## src/design/assert_macros.svh

```systemverilog
// Assertion macros shared by the modules of the color band mask block.
// Each one samples on the rising edge of clk and is disabled while rst_n is low.
`ifndef ASSERT_MACROS_SVH
`define ASSERT_MACROS_SVH

// The expression holds at every edge.
`define ASSERT_ALWAYS(label, expr, msg) \
    label: assert property (@(posedge clk) disable iff (!rst_n) (expr)) else $error(msg);

// When the antecedent holds, the consequent holds at the same edge.
`define ASSERT_IMPL(label, ante, cons, msg) \
    label: assert property (@(posedge clk) disable iff (!rst_n) (ante) |-> (cons)) \
        else $error(msg);

// When the antecedent holds, the consequent holds at the next edge.
`define ASSERT_NEXT(label, ante, cons, msg) \
    label: assert property (@(posedge clk) disable iff (!rst_n) (ante) |=> (cons)) \
        else $error(msg);

`endif

```

## src/design/cbmd_pkg.sv

```systemverilog
`default_nettype none

package cbmd_pkg;

    localparam int MAX_WIDTH  = 1024;
    localparam int MAX_HEIGHT = 1024;

    localparam int COL_W    = $clog2(MAX_WIDTH);
    localparam int WIDTH_W  = $clog2(MAX_WIDTH + 1);
    localparam int HEIGHT_W = $clog2(MAX_HEIGHT + 1);
    localparam int ROW_W    = $clog2(MAX_HEIGHT + 2);

    localparam int SIZE_REG_W = 11;
    localparam int CHAN_W     = 8;
    localparam int INDEX_W    = 3;

    localparam logic [INDEX_W-1:0] REG_WIDTH     = 3'd0;
    localparam logic [INDEX_W-1:0] REG_HEIGHT    = 3'd1;
    localparam logic [INDEX_W-1:0] REG_B_CENTER  = 3'd2;
    localparam logic [INDEX_W-1:0] REG_G_CENTER  = 3'd3;
    localparam logic [INDEX_W-1:0] REG_R_CENTER  = 3'd4;
    localparam logic [INDEX_W-1:0] REG_B_TOL     = 3'd5;
    localparam logic [INDEX_W-1:0] REG_G_TOL     = 3'd6;
    localparam logic [INDEX_W-1:0] REG_R_TOL     = 3'd7;

    localparam int RESET_WIDTH  = 640;
    localparam int RESET_HEIGHT = 480;
    localparam int RESET_CENTER = 128;
    localparam int RESET_TOL    = 50;

    localparam logic KIND_PIXEL = 1'b0;
    localparam logic KIND_DRAIN = 1'b1;

    localparam int SUM_W       = 23;
    localparam int COEF_B      = 1868;
    localparam int COEF_G      = 9617;
    localparam int COEF_R      = 4899;
    localparam int GRAY_ROUND  = 8192;
    localparam int GRAY_SHIFT  = 14;
    localparam int MASK_THRESH = 128;

    localparam int QDEPTH = 2;
    localparam int QPTR_W = $clog2(QDEPTH);
    localparam int QCNT_W = $clog2(QDEPTH + 1);

    localparam int LINE_W = 2;
    localparam int WIN_W  = 9;

    typedef struct packed {
        logic [CHAN_W-1:0] b_center;
        logic [CHAN_W-1:0] g_center;
        logic [CHAN_W-1:0] r_center;
        logic [CHAN_W-1:0] b_tol;
        logic [CHAN_W-1:0] g_tol;
        logic [CHAN_W-1:0] r_tol;
    } cbmd_band_t;

    typedef struct packed {
        logic [WIDTH_W-1:0]  width;
        logic [HEIGHT_W-1:0] height;
    } cbmd_size_t;

    typedef struct packed {
        logic kind;
        logic bit_m;
    } cbmd_item_t;

endpackage

`default_nettype wire

```

## src/design/cbmd_ram.sv

```systemverilog
`default_nettype none

module cbmd_ram #(
    parameter int WIDTH = 2,
    parameter int DEPTH = 1024
) (
    input  wire logic                     clk,
    input  wire logic                     we,
    input  wire logic [$clog2(DEPTH)-1:0] waddr,
    input  wire logic [WIDTH-1:0]         wdata,
    input  wire logic [$clog2(DEPTH)-1:0] raddr,
    output logic      [WIDTH-1:0]         rdata
);

    logic [WIDTH-1:0] mem [DEPTH];

    always_ff @(posedge clk)
    begin
        if (we)
        begin
            mem[waddr] <= wdata;
        end
        rdata <= mem[raddr];
    end

endmodule

`default_nettype wire

```

## src/design/cbmd_queue.sv

```systemverilog
`default_nettype none
`include "assert_macros.svh"

module cbmd_queue (
    input  wire logic                clk,
    input  wire logic                rst_n,
    input  wire logic                push,
    input  wire cbmd_pkg::cbmd_item_t push_item,
    output logic                     push_ready,
    input  wire logic                pop,
    output logic                     pop_valid,
    output cbmd_pkg::cbmd_item_t     pop_item
);

    cbmd_pkg::cbmd_item_t entry_reg [cbmd_pkg::QDEPTH];
    logic [cbmd_pkg::QPTR_W-1:0] wr_ptr_reg, wr_ptr_next;
    logic [cbmd_pkg::QPTR_W-1:0] rd_ptr_reg, rd_ptr_next;
    logic [cbmd_pkg::QCNT_W-1:0] count_reg, count_next;

    always_comb
    begin
        push_ready  = count_reg != cbmd_pkg::QCNT_W'(cbmd_pkg::QDEPTH);
        pop_valid   = count_reg != '0;
        pop_item    = entry_reg[rd_ptr_reg];
        wr_ptr_next = push ? wr_ptr_reg + 1'b1 : wr_ptr_reg;
        rd_ptr_next = pop ? rd_ptr_reg + 1'b1 : rd_ptr_reg;
        count_next  = count_reg;
        if (push && !pop)
        begin
            count_next = count_reg + 1'b1;
        end
        else if (pop && !push)
        begin
            count_next = count_reg - 1'b1;
        end
    end

    always_ff @(posedge clk or negedge rst_n)
    begin
        if (!rst_n)
        begin
            wr_ptr_reg <= '0;
            rd_ptr_reg <= '0;
            count_reg  <= '0;
        end
        else
        begin
            wr_ptr_reg <= wr_ptr_next;
            rd_ptr_reg <= rd_ptr_next;
            count_reg  <= count_next;
        end
    end

    always_ff @(posedge clk)
    begin
        if (push)
        begin
            entry_reg[wr_ptr_reg] <= push_item;
        end
    end

    `ASSERT_IMPL(a_pop_nonempty, pop, count_reg != '0, "queue popped while empty")
    `ASSERT_NEXT(a_count_up, push && !pop, count_reg == $past(count_reg) + 1'b1, "queue count lost a push")

endmodule

`default_nettype wire

```

## src/design/cbmd_front.sv

```systemverilog
`default_nettype none

module cbmd_front (
    input  wire logic                 s_tvalid,
    output logic                      s_tready,
    input  wire logic [23:0]          s_tdata,
    input  wire logic [0:0]           s_tuser,
    input  wire cbmd_pkg::cbmd_band_t band,
    input  wire logic                 q_ready,
    output logic                      q_push,
    output cbmd_pkg::cbmd_item_t      q_item
);

    function automatic logic [cbmd_pkg::CHAN_W-1:0] band_keep(
        input logic [cbmd_pkg::CHAN_W-1:0] v,
        input logic [cbmd_pkg::CHAN_W-1:0] center,
        input logic [cbmd_pkg::CHAN_W-1:0] tol
    );
        logic signed [cbmd_pkg::CHAN_W+1:0] lo;
        logic signed [cbmd_pkg::CHAN_W+1:0] hi;
        logic signed [cbmd_pkg::CHAN_W+1:0] x;
        lo = $signed({2'b00, center}) - $signed({2'b00, tol});
        hi = $signed({2'b00, center}) + $signed({2'b00, tol});
        x  = $signed({2'b00, v});
        return (x > lo && x <= hi) ? v : '0;
    endfunction

    logic [cbmd_pkg::CHAN_W-1:0] b_keep, g_keep, r_keep;
    logic [cbmd_pkg::SUM_W-1:0]  sum;
    logic [cbmd_pkg::SUM_W-1:0]  gray;

    always_comb
    begin
        b_keep = band_keep(s_tdata[7:0], band.b_center, band.b_tol);
        g_keep = band_keep(s_tdata[15:8], band.g_center, band.g_tol);
        r_keep = band_keep(s_tdata[23:16], band.r_center, band.r_tol);
        sum = cbmd_pkg::SUM_W'(b_keep) * cbmd_pkg::SUM_W'(cbmd_pkg::COEF_B)
            + cbmd_pkg::SUM_W'(g_keep) * cbmd_pkg::SUM_W'(cbmd_pkg::COEF_G)
            + cbmd_pkg::SUM_W'(r_keep) * cbmd_pkg::SUM_W'(cbmd_pkg::COEF_R)
            + cbmd_pkg::SUM_W'(cbmd_pkg::GRAY_ROUND);
        gray = sum >> cbmd_pkg::GRAY_SHIFT;
        s_tready     = q_ready;
        q_push       = s_tvalid && q_ready;
        q_item.kind  = s_tuser[0];
        q_item.bit_m = gray > cbmd_pkg::SUM_W'(cbmd_pkg::MASK_THRESH);
    end

endmodule

`default_nettype wire

```

## src/design/cbmd_back.sv

```systemverilog
`default_nettype none
`include "assert_macros.svh"

module cbmd_back (
    input  wire logic                 clk,
    input  wire logic                 rst_n,
    input  wire cbmd_pkg::cbmd_size_t size,
    input  wire logic                 restart,
    input  wire logic                 q_valid,
    input  wire cbmd_pkg::cbmd_item_t q_item,
    output logic                      q_pop,
    output logic                      m_tvalid,
    input  wire logic                 m_tready,
    output logic                      mask,
    output logic                      frame_end
);

    logic [cbmd_pkg::COL_W-1:0]  ci_reg, ci_next;
    logic [cbmd_pkg::ROW_W-1:0]  ri_reg, ri_next;
    logic [cbmd_pkg::WIN_W-1:0]  win_reg, win_next;
    logic                        out_valid_reg, out_valid_next;
    logic                        mask_reg, mask_next;
    logic                        last_reg, last_next;
    logic                        bypass_valid_reg, bypass_valid_next;
    logic [cbmd_pkg::LINE_W-1:0] bypass_data_reg;

    logic                        ram_we;
    logic [cbmd_pkg::COL_W-1:0]  ram_waddr;
    logic [cbmd_pkg::LINE_W-1:0] ram_wdata;
    logic [cbmd_pkg::LINE_W-1:0] ram_rdata;

    logic [cbmd_pkg::COL_W-1:0]  wm1;
    logic [cbmd_pkg::ROW_W-1:0]  hx;
    logic [cbmd_pkg::ROW_W-1:0]  hm1;
    logic                        out_ready;
    logic                        active;
    logic                        step;
    logic                        m;
    logic [cbmd_pkg::LINE_W-1:0] old;
    logic [2:0]                  col;
    logic [cbmd_pkg::WIN_W-1:0]  win_adv;
    logic                        ci_nz;
    logic                        ci_last;
    logic                        produce;
    logic [cbmd_pkg::ROW_W-1:0]  ro;
    logic [cbmd_pkg::COL_W-1:0]  co;
    logic [2:0]                  rows;
    logic [2:0]                  acc;
    logic                        last;

    cbmd_ram #(
        .WIDTH (cbmd_pkg::LINE_W),
        .DEPTH (cbmd_pkg::MAX_WIDTH)
    ) u_line_ram (
        .clk   (clk),
        .we    (ram_we),
        .waddr (ram_waddr),
        .wdata (ram_wdata),
        .raddr (ci_next),
        .rdata (ram_rdata)
    );

    always_comb
    begin
        wm1       = cbmd_pkg::COL_W'(size.width - cbmd_pkg::WIDTH_W'(1));
        hx        = cbmd_pkg::ROW_W'(size.height);
        hm1       = hx - cbmd_pkg::ROW_W'(1);
        out_ready = !out_valid_reg || m_tready;
        active    = (q_item.kind == cbmd_pkg::KIND_DRAIN) ? (ri_reg >= hx) : (ri_reg < hx);
        step      = q_valid && out_ready && active;
        m         = (q_item.kind == cbmd_pkg::KIND_PIXEL) ? q_item.bit_m : 1'b0;
        old       = bypass_valid_reg ? bypass_data_reg : ram_rdata;

        // Line bits: bit 0 is one row up, bit 1 two rows up.
        col     = {m, old[0], old[1]};
        win_adv = {win_reg[5:0], col};
        ci_nz   = ci_reg != '0;
        ci_last = ci_reg == wm1;
        produce = (ri_reg >= cbmd_pkg::ROW_W'(2)) || (ri_reg == cbmd_pkg::ROW_W'(1) && ci_nz);
        ro      = ci_nz ? ri_reg - cbmd_pkg::ROW_W'(1) : ri_reg - cbmd_pkg::ROW_W'(2);
        co      = ci_nz ? ci_reg - cbmd_pkg::COL_W'(1) : wm1;
        rows    = {ro < hm1, 1'b1, ro != '0};
        acc     = win_adv[5:3] & rows;
        if (co != wm1)
        begin
            acc = acc | (win_adv[2:0] & rows);
        end
        if (co != '0)
        begin
            acc = acc | (win_adv[8:6] & rows);
        end
        last = (ro == hm1) && (co == wm1);

        // A drain that produced nothing stays at the head and steps again.
        q_pop = q_valid && out_ready
              && (!active || produce || q_item.kind == cbmd_pkg::KIND_PIXEL);

        ram_we    = step;
        ram_waddr = ci_reg;
        ram_wdata = {old[0], m};

        ci_next        = ci_reg;
        ri_next        = ri_reg;
        win_next       = win_reg;
        out_valid_next = out_valid_reg && !m_tready;
        mask_next      = mask_reg;
        last_next      = last_reg;
        if (restart)
        begin
            ci_next  = '0;
            ri_next  = '0;
            win_next = '0;
        end
        else if (step)
        begin
            if (produce && last)
            begin
                ci_next  = '0;
                ri_next  = '0;
                win_next = '0;
            end
            else
            begin
                ci_next  = ci_last ? '0 : ci_reg + cbmd_pkg::COL_W'(1);
                ri_next  = ri_reg + cbmd_pkg::ROW_W'(ci_last);
                win_next = win_adv;
            end
            if (produce)
            begin
                out_valid_next = 1'b1;
                mask_next      = |acc;
                last_next      = last;
            end
        end
        bypass_valid_next = ram_we && (ram_waddr == ci_next);

        m_tvalid  = out_valid_reg;
        mask      = mask_reg;
        frame_end = last_reg;
    end

    always_ff @(posedge clk or negedge rst_n)
    begin
        if (!rst_n)
        begin
            ci_reg           <= '0;
            ri_reg           <= '0;
            win_reg          <= '0;
            out_valid_reg    <= 1'b0;
            bypass_valid_reg <= 1'b0;
        end
        else
        begin
            ci_reg           <= ci_next;
            ri_reg           <= ri_next;
            win_reg          <= win_next;
            out_valid_reg    <= out_valid_next;
            bypass_valid_reg <= bypass_valid_next;
        end
    end

    always_ff @(posedge clk)
    begin
        mask_reg        <= mask_next;
        last_reg        <= last_next;
        bypass_data_reg <= ram_wdata;
    end

    `ASSERT_ALWAYS(a_col_in_row, ci_reg <= wm1, "column position beyond row width")
    `ASSERT_IMPL(a_repeat_one_row, step && q_item.kind == cbmd_pkg::KIND_DRAIN && !produce, size.height == cbmd_pkg::HEIGHT_W'(1), "drain repeated outside a one-row frame")

endmodule

`default_nettype wire

```

## src/design/color_band_mask_dilate_unit.sv

```systemverilog
// A pixel's result is written with the pixel one row plus one later (or a drain beat after the
// last pixel) and reaches m_tvalid via the queue and output registers. Throughput: one beat per
// cycle unless m_tready holds the output, set by the single port pair of the line memory; a
// one-row frame's first drain steps again. Reset is asynchronous: it resets positions, window,
// queue, output valid and the registers; the line memory is not cleared and needs no pass.
`default_nettype none

module color_band_mask_dilate_unit (
    input  wire logic                             clk,
    input  wire logic                             rst_n,
    input  wire logic                             s_tvalid,
    output logic                                  s_tready,
    input  wire logic [23:0]                      s_tdata,  // blue, green, red
    input  wire logic [0:0]                       s_tuser,  // kind
    output logic                                  m_tvalid,
    input  wire logic                             m_tready,
    output logic [7:0]                            m_tdata,  // mask, zero padding
    output logic                                  m_tlast,
    input  wire logic                             wr_en,
    input  wire logic [cbmd_pkg::INDEX_W-1:0]     wr_index,
    input  wire logic [cbmd_pkg::SIZE_REG_W-1:0]  wr_data
);

    cbmd_pkg::cbmd_band_t band_reg;
    cbmd_pkg::cbmd_size_t size_reg;
    logic [cbmd_pkg::WIDTH_W-1:0]  width_clamp;
    logic [cbmd_pkg::HEIGHT_W-1:0] height_clamp;
    logic                          restart;

    logic                 q_push, q_ready, q_pop, q_valid;
    cbmd_pkg::cbmd_item_t push_item, pop_item;
    logic                 mask;

    always_comb
    begin
        if (wr_data == '0)
        begin
            width_clamp  = cbmd_pkg::WIDTH_W'(1);
            height_clamp = cbmd_pkg::HEIGHT_W'(1);
        end
        else
        begin
            width_clamp  = (int'(wr_data) > cbmd_pkg::MAX_WIDTH)
                         ? cbmd_pkg::WIDTH_W'(cbmd_pkg::MAX_WIDTH) : cbmd_pkg::WIDTH_W'(wr_data);
            height_clamp = (int'(wr_data) > cbmd_pkg::MAX_HEIGHT)
                         ? cbmd_pkg::HEIGHT_W'(cbmd_pkg::MAX_HEIGHT)
                         : cbmd_pkg::HEIGHT_W'(wr_data);
        end
        restart = wr_en && (wr_index == cbmd_pkg::REG_WIDTH || wr_index == cbmd_pkg::REG_HEIGHT);
        m_tdata = {7'b0, mask};
    end

    always_ff @(posedge clk or negedge rst_n)
    begin
        if (!rst_n)
        begin
            size_reg.width    <= cbmd_pkg::WIDTH_W'(cbmd_pkg::RESET_WIDTH);
            size_reg.height   <= cbmd_pkg::HEIGHT_W'(cbmd_pkg::RESET_HEIGHT);
            band_reg.b_center <= cbmd_pkg::CHAN_W'(cbmd_pkg::RESET_CENTER);
            band_reg.g_center <= cbmd_pkg::CHAN_W'(cbmd_pkg::RESET_CENTER);
            band_reg.r_center <= cbmd_pkg::CHAN_W'(cbmd_pkg::RESET_CENTER);
            band_reg.b_tol    <= cbmd_pkg::CHAN_W'(cbmd_pkg::RESET_TOL);
            band_reg.g_tol    <= cbmd_pkg::CHAN_W'(cbmd_pkg::RESET_TOL);
            band_reg.r_tol    <= cbmd_pkg::CHAN_W'(cbmd_pkg::RESET_TOL);
        end
        else if (wr_en)
        begin
            case (wr_index)
                cbmd_pkg::REG_WIDTH:    size_reg.width    <= width_clamp;
                cbmd_pkg::REG_HEIGHT:   size_reg.height   <= height_clamp;
                cbmd_pkg::REG_B_CENTER: band_reg.b_center <= wr_data[cbmd_pkg::CHAN_W-1:0];
                cbmd_pkg::REG_G_CENTER: band_reg.g_center <= wr_data[cbmd_pkg::CHAN_W-1:0];
                cbmd_pkg::REG_R_CENTER: band_reg.r_center <= wr_data[cbmd_pkg::CHAN_W-1:0];
                cbmd_pkg::REG_B_TOL:    band_reg.b_tol    <= wr_data[cbmd_pkg::CHAN_W-1:0];
                cbmd_pkg::REG_G_TOL:    band_reg.g_tol    <= wr_data[cbmd_pkg::CHAN_W-1:0];
                cbmd_pkg::REG_R_TOL:    band_reg.r_tol    <= wr_data[cbmd_pkg::CHAN_W-1:0];
                default:                band_reg          <= band_reg;
            endcase
        end
    end

    cbmd_front u_front (
        .s_tvalid (s_tvalid),
        .s_tready (s_tready),
        .s_tdata  (s_tdata),
        .s_tuser  (s_tuser),
        .band     (band_reg),
        .q_ready  (q_ready),
        .q_push   (q_push),
        .q_item   (push_item)
    );

    cbmd_queue u_queue (
        .clk        (clk),
        .rst_n      (rst_n),
        .push       (q_push),
        .push_item  (push_item),
        .push_ready (q_ready),
        .pop        (q_pop),
        .pop_valid  (q_valid),
        .pop_item   (pop_item)
    );

    cbmd_back u_back (
        .clk       (clk),
        .rst_n     (rst_n),
        .size      (size_reg),
        .restart   (restart),
        .q_valid   (q_valid),
        .q_item    (pop_item),
        .q_pop     (q_pop),
        .m_tvalid  (m_tvalid),
        .m_tready  (m_tready),
        .mask      (mask),
        .frame_end (m_tlast)
    );

endmodule

`default_nettype wire
```

## config.mk

```make
export PLATFORM = sky130hd
export DESIGN_NAME = color_band_mask_dilate_unit
export DESIGN_NICKNAME = d
export VERILOG_FILES = /design/src/design/cbmd_pkg.sv /design/src/design/cbmd_ram.sv /design/src/design/cbmd_queue.sv /design/src/design/cbmd_front.sv /design/src/design/cbmd_back.sv /design/src/design/color_band_mask_dilate_unit.sv
export VERILOG_INCLUDE_DIRS = /design/src /design/src/design
export SDC_FILE = /design/constraint.sdc
export NUM_CORES = 2
export LEC_CHECK = 0
export BUFFER_PORTS_ARGS = -buffer_cell sky130_fd_sc_hd__buf_2
export CELL_PAD_IN_SITES_DETAIL_PLACEMENT = 1
export CELL_PAD_IN_SITES_GLOBAL_PLACEMENT = 1
export CORE_MARGIN = 1
export CORE_UTILIZATION = 30
export DETAILED_ROUTE_END_ITERATION = 16
export PLACE_DENSITY_LB_ADDON = 0.3
export RECOVER_POWER = 100
export SLEW_MARGIN = 20
export SYNTH_ARGS = -nofsm -noshare
export SYNTH_HDL_FRONTEND = slang
export SYNTH_SLANG_ARGS = --single-unit
```

## constraint.sdc

```tcl
create_clock -name clk -period 44.1 [get_ports clk]
set_clock_uncertainty 0.1 [all_clocks]
set_input_delay 6.615 -clock clk [delete_from_list [all_inputs] [get_ports clk]]
set_output_delay 6.615 -clock clk [all_outputs]
set_load 0.05 [all_outputs]
```

; Word-level counts from Yosys, hierarchy flattened
; Memories as Yosys holds them, arrays and structs flattened. A register that Yosys moved wholly into a read port is not among the register bits.
; Index checks and enable logic that the tools add are counted.
[word_totals]
wordCells = 151
ramBits = 2052
in_bits = 44
register_bits = 106
out_inout_bits = 11
memories = 2
[memory_table]
columns = memory, words, width, read_ports, rd_ports_with_merged_regs, write_ports, line
row1 = u_back.u_line_ram.mem, 1024, 2, 1, 1, 1, cbmd_ram.sv:15  ; logic [WIDTH-1:0] mem [DEPTH];
row2 = u_queue.entry_reg, 2, 2, 1, 0, 1, cbmd_queue.sv:15  ; cbmd_pkg::cbmd_item_t entry_reg [cbmd_pkg::QDEPTH];
[op_classes]
eq_ne = 14
mux = 31
bitwise = 7
multipliers = 3
order_cmp = 12
add_sub_neg = 20
reduce_logical = 43
[op_table]
columns = operator, count
row1 = $mux W11, 6
row2 = $mux W10, 5
row3 = $eq A10 B10 Y1, 3
row4 = $gt A9 B10 Y1, 3
row5 = $le A9 B10 Y1, 3
row6 = $add A8 B8 Y9, 3
row7 = $sub A8 B8 Y9, 3
row8 = $mux W8, 3
row9 = $add A19 B22 Y23, 1
row10 = $add A23 B14 Y23 const B, 1
row11 = $add A23 B21 Y23, 1
row12 = $lt A11 B11 Y1, 2
row13 = $mul A8 B14 Y22 const B, 1
row14 = $sub A11 B1 Y11 const B, 2
row15 = $mul A8 B13 Y21 const B, 1
row16 = $reduce_bool A10 Y1, 2
row17 = $sub A10 B1 Y10 const B, 2
row18 = $mux W6, 3
row19 = $mul A8 B9 Y17 const B, 1
row20 = $reduce_and A2 Y1, 8
row21 = $logic_and A1 B1 Y1, 15
row22 = $eq A3 B3 Y1 const B, 4
row23 = $add A11 B1 Y11, 1
row24 = $eq A11 B1 Y1 const B, 1
row25 = 28 further kinds, 55

; Longest topological paths before layout
[depth]
ltp_word = 10
ltp_mapped = 56
depth_no_buf = 56

; Modules after synthesis
; From an unflattened synthesis, not the netlist that was laid out.
[hier_totals]
cells_unflattened = 6443
hier_area_um2 = 98832.3
[modules_own_cells]
columns = mod, cells_per_inst, n_inst, seq_area_each_um2, area_per_inst_um2
row1 = cbmd_ram, 4793, 1, 61539.0, 83757.8
row2 = cbmd_front, 976, 1, 0.0, 8259.2
row3 = cbmd_back, 443, 1, 825.8, 3653.5
row4 = color_band_mask_dilate_unit, 209, 1, 1774.2, 2830.2
row5 = cbmd_queue, 22, 1, 220.2, 331.6

; Worst setup path after synthesis
; OpenSTA, ideal clock, no wires.
[synth_path]
path_type = reg-to-reg
start = reg u_queue.rd_ptr_reg
end = mem u_back.u_line_ram.mem[0][0] (data pin)
path_stages_with_launch = 3
setup_time_ns = 4.962
arrival_time_ns = 24.371
slack_ns = 14.666
synth_period_minus_slack_ns = 29.434
path_cell_list = dfrtp_1 mux2_2 nor2_1
[synth_between]
elab_chain_cells = 2
[synth_lines]
columns = element, line
row1 = from (decl), cbmd_queue.sv:17  ; logic [cbmd_pkg::QPTR_W-1:0] rd_ptr_reg, rd_ptr_next;
row2 = from (signal assigned), cbmd_queue.sv:49  ; rd_ptr_reg <= rd_ptr_next;
row3 = $mem_v2 Z2 W2, n/a
row4 = $mux W1, cbmd_back.sv:71  ; m = (q_item.kind == cbmd_pkg::KIND_PIXEL) ? q_item.bit_m : 1'b0;
row5 = named net u_back.m, cbmd_back.sv:38  ; logic m;
row6 = to (decl), cbmd_ram.sv:15
; The timed path passes the listed nets, and every way through them passes these cells.

; Final worst setup path
[layout_path]
start = reg u_back.bypass_valid_reg
end = mem u_back.u_line_ram.mem[153][1] (data pin)
[layout_between]
elab_chain_cells = 1
[layout_lines]
columns = element, line
row1 = from (decl), cbmd_back.sv:24  ; logic bypass_valid_reg, bypass_valid_next;
row2 = from (signal assigned), cbmd_back.sv:158  ; bypass_valid_reg <= bypass_valid_next;
row3 = $mux W2, cbmd_back.sv:72  ; old = bypass_valid_reg ? bypass_data_reg : ram_rdata;
row4 = named net u_back.old (one bit), cbmd_back.sv:39  ; logic [cbmd_pkg::LINE_W-1:0] old;
; The timed path passes the listed nets, and every way through them passes these cells.

==> metrics <==
Max Fclk 55.8 MHz; top cell type's share of synthesized area 60.8%; EDFF count, synth 2054; Setup CP Type reg -> reg; Die X 584 µm; Wirelength per Cell 28.7 µm; Max H-tree Level 4; max reg flops 2048; Layout fillers 36400; DRC 0; Register Area 64300 µm²; Die Height 584 µm; Hold Path Origin u_queue.wr_ptr_reg$_DFFE_PN0P_; number of global-route vias before repair 73300; synth warn 0; post-CTS setup buffer count 0; TritonCTS clock tree built; cell taking the most area after synthesis edfxtp_1; status complete, but fails checks; hold buffer count at CTS 0; Nets 8880; ys flop type edfxtp_1; reg2reg path depth 3; core area 337000 µm²; hold path endpoint u_queue.wr_ptr_reg$_DFFE_PN0P_; First DRT Iteration DRCs 7825; # setup viols final 0; global-route wire length before repair 537000 µm; post-route ant nets 0; top-count cell post-synth edfxtp_1; synth cell count leaders 2054 x edfxtp_1, 1548 x nand2_1, 1151 x nor2_1; Final Hold Fails 0; footprint of the multi-input gates 33400 µm²; r2r setup slk 26.19 ns; Ports 55; failing checks max-capacitance violations, max-slew violations; PortBufs 47; RSZ-0062 raised after global routing false; cts bufs inserted 239; TNS Setup 0 ns; #FFs+latches synth 2160; HP Class reg -> reg; initial antenna violation count 42; MaxCap Viol Count 63; via/cell ratio 5.45; routed via count 71700; layout cell share with drive strength beyond 1 7.86%; Detailed Place HPWL 225000 µm; Worst setup SP type flop; final wirelength 378000 µm; Clock Latency Late Sink 0.93 ns; Worst slew margin -626%; largest net degree at the start of global routing 257; Clock Path Buffers 4; Root Buffer clkbuf_16; Synth async-reset ratio 4.72%; gpl congestion 0.836; reg-to-reg endpoint u_back.u_line_ram.mem[153][1]$_DFFE_PP_; Initial Util 30.2%; Slew Limit Fails 2978; sequential area share after synthesis 63.4%; Worst-path clk slew 0.06 ns; drt pass-1 iters 5; Arrival @ worst endpoint 16.92 ns; CP Capture Type flop; CP Max Fanout 256; Tmin final 17.91 ns; Worst R2R Start u_back.bypass_valid_reg$_DFF_PN0_; post-cts sizing count 0; Congestion Overflow GR 0; syn_area_per_cell 11.8 µm²; Sink Count 2160; Area Overhead vs Synth 11.9%; # rows 213; Die ar. 341000 µm²; Synth Instances 8570; CP Data Required Time 43.11 ns; synthesized area 102000 µm²; Worst Tran Pin Value 10.88 ns; Final period util 40.6%; GR Util All Layers 21.7%; Yosys cell types 115; worst hold path depth 1; ranking of synthesized cells by area edfxtp_1 61%, nand2_1 5.7%, nor2_1 4.3%
-- cells in the final DEF, fill, tap and decap left out, types with 33 or more instances in the layout --
| cell type | netlist | routed |
|---|---|---|
| a32o_1 | 43 | 42 |
| a221o_1 | 34 | 34 |
| a221oi_1 | 63 | 63 |
| inv_1 | 277 | 277 |
| nand4_1 | 63 | 63 |
| clkinv_1 | 2 | 53 |
| a32oi_1 | 37 | 37 |
| mux2i_1 | 292 | 292 |
| mux2_2 | 67 | 65 |
| clkbuf_16 | 0 | 240 |
| o211ai_1 | 57 | 57 |
| a311oi_1 | 52 | 52 |
| nor2b_1 | 35 | 33 |
| nand2_1 | 1548 | 1540 |
| edfxtp_1 | 2054 | 2054 |
| clkinv_2 | 0 | 39 |
| nand3_1 | 491 | 479 |
| or3_1 | 33 | 33 |
| dfrtp_1 | 84 | 84 |
| a31oi_1 | 109 | 109 |
| a21oi_1 | 188 | 186 |
| xnor2_1 | 73 | 73 |
| buf_4 | 61 | 136 |
| buf_2 | 197 | 39 |
| clkbuf_1 | 293 | 134 |
| nor2_1 | 1151 | 1139 |
| fa_1 | 93 | 93 |
| ha_1 | 279 | 279 |
| and3_1 | 126 | 126 |
| nor3_1 | 39 | 40 |
| o21ai_0 | 145 | 142 |
-- final cells by class --
type                       instances  area share (%)
antenna                           10          0.0220
clock buffer                     305            5.52
clock inverter                   120            1.02
inverter                         284           0.968
multi-input combinational       5523            29.4
sequential                      2160            56.6
tap                             4515            4.97
timing repair buffer             256            1.48
-- layer usage --
| layer | global-route usage (%) | vias up | routed length (µm) |
|---|---|---|---|
| li1 | - | 30700 | - |
| met1 | 30.0 | 37500 | 163000 |
| met2 | 34.8 | 2880 | 173000 |
| met3 | 3.50 | 660 | 29800 |
| met4 | 6.76 | 14 | 12600 |
| met5 | 0 | - | 93 |
-- worst max path at each step --
stage	startpoint	endpoint	slack [ns]
after floorplan	u_queue.rd_ptr_reg$_DFFE_PN0P_	u_back.u_line_ram.mem[0][0]$_DFFE_PP_	14.67
after global placement	s_tdata[1]	u_queue.entry_reg[0][0]$_DFFE_PP_	27.09
after detailed placement	s_tdata[1]	u_queue.entry_reg[0][0]$_DFFE_PP_	27.12
after CTS	s_tdata[1]	u_queue.entry_reg[1][0]$_DFFE_PP_	28.02
after global routing	u_back.bypass_valid_reg$_DFF_PN0_	u_back.u_line_ram.mem[133][1]$_DFFE_PP_	25.00
final	u_back.bypass_valid_reg$_DFF_PN0_	u_back.u_line_ram.mem[153][1]$_DFFE_PP_	26.19
-- through the flow --
step / util (%) / std cells / area, µm² / hold WS [ns] / worst slack (ns)
6_report: 33.8 / 13200 / 114000 / 0.399 / 26.19
5_1_grt: 33.8 / 13200 / 114000 / 0.415 / 25.00
4_1_cts: 33.9 / 13200 / 114000 / 0.396 / 28.02
3_5_place_dp: 31.7 / 12700 / 107000 / 0.384 / 27.12
3_3_place_gp: 31.7 / 12700 / 107000 / 0.379 / 27.09
2_1_floorplan: - / 8576 / 102000 / 0.360 / 14.67
-- kinds of logic (layout without fill, tap and decap cells) --
group	Yosys count	in the layout	synth area share [%]
compound gates	1050	1050	7.56
xor+xnor	103	103	0.930
fa+ha+maj	373	373	5.28
buf+inv	893	965	4.00
flops	2160	2160	63.4
mux	360	360	3.63
other cells	1	17	0.00369
simple gates	3630	3630	15.2
-- worst max-delay path, cell delays in order (launching register included) --
cell	delay, ns
dfrtp_1	0.46
mux2_1	3.59
clkbuf_1	3.74
clkbuf_1	7.92
Power is not shown: default switching activity piles up to over one toggle a cycle in this logic, so the estimate is an artifact.
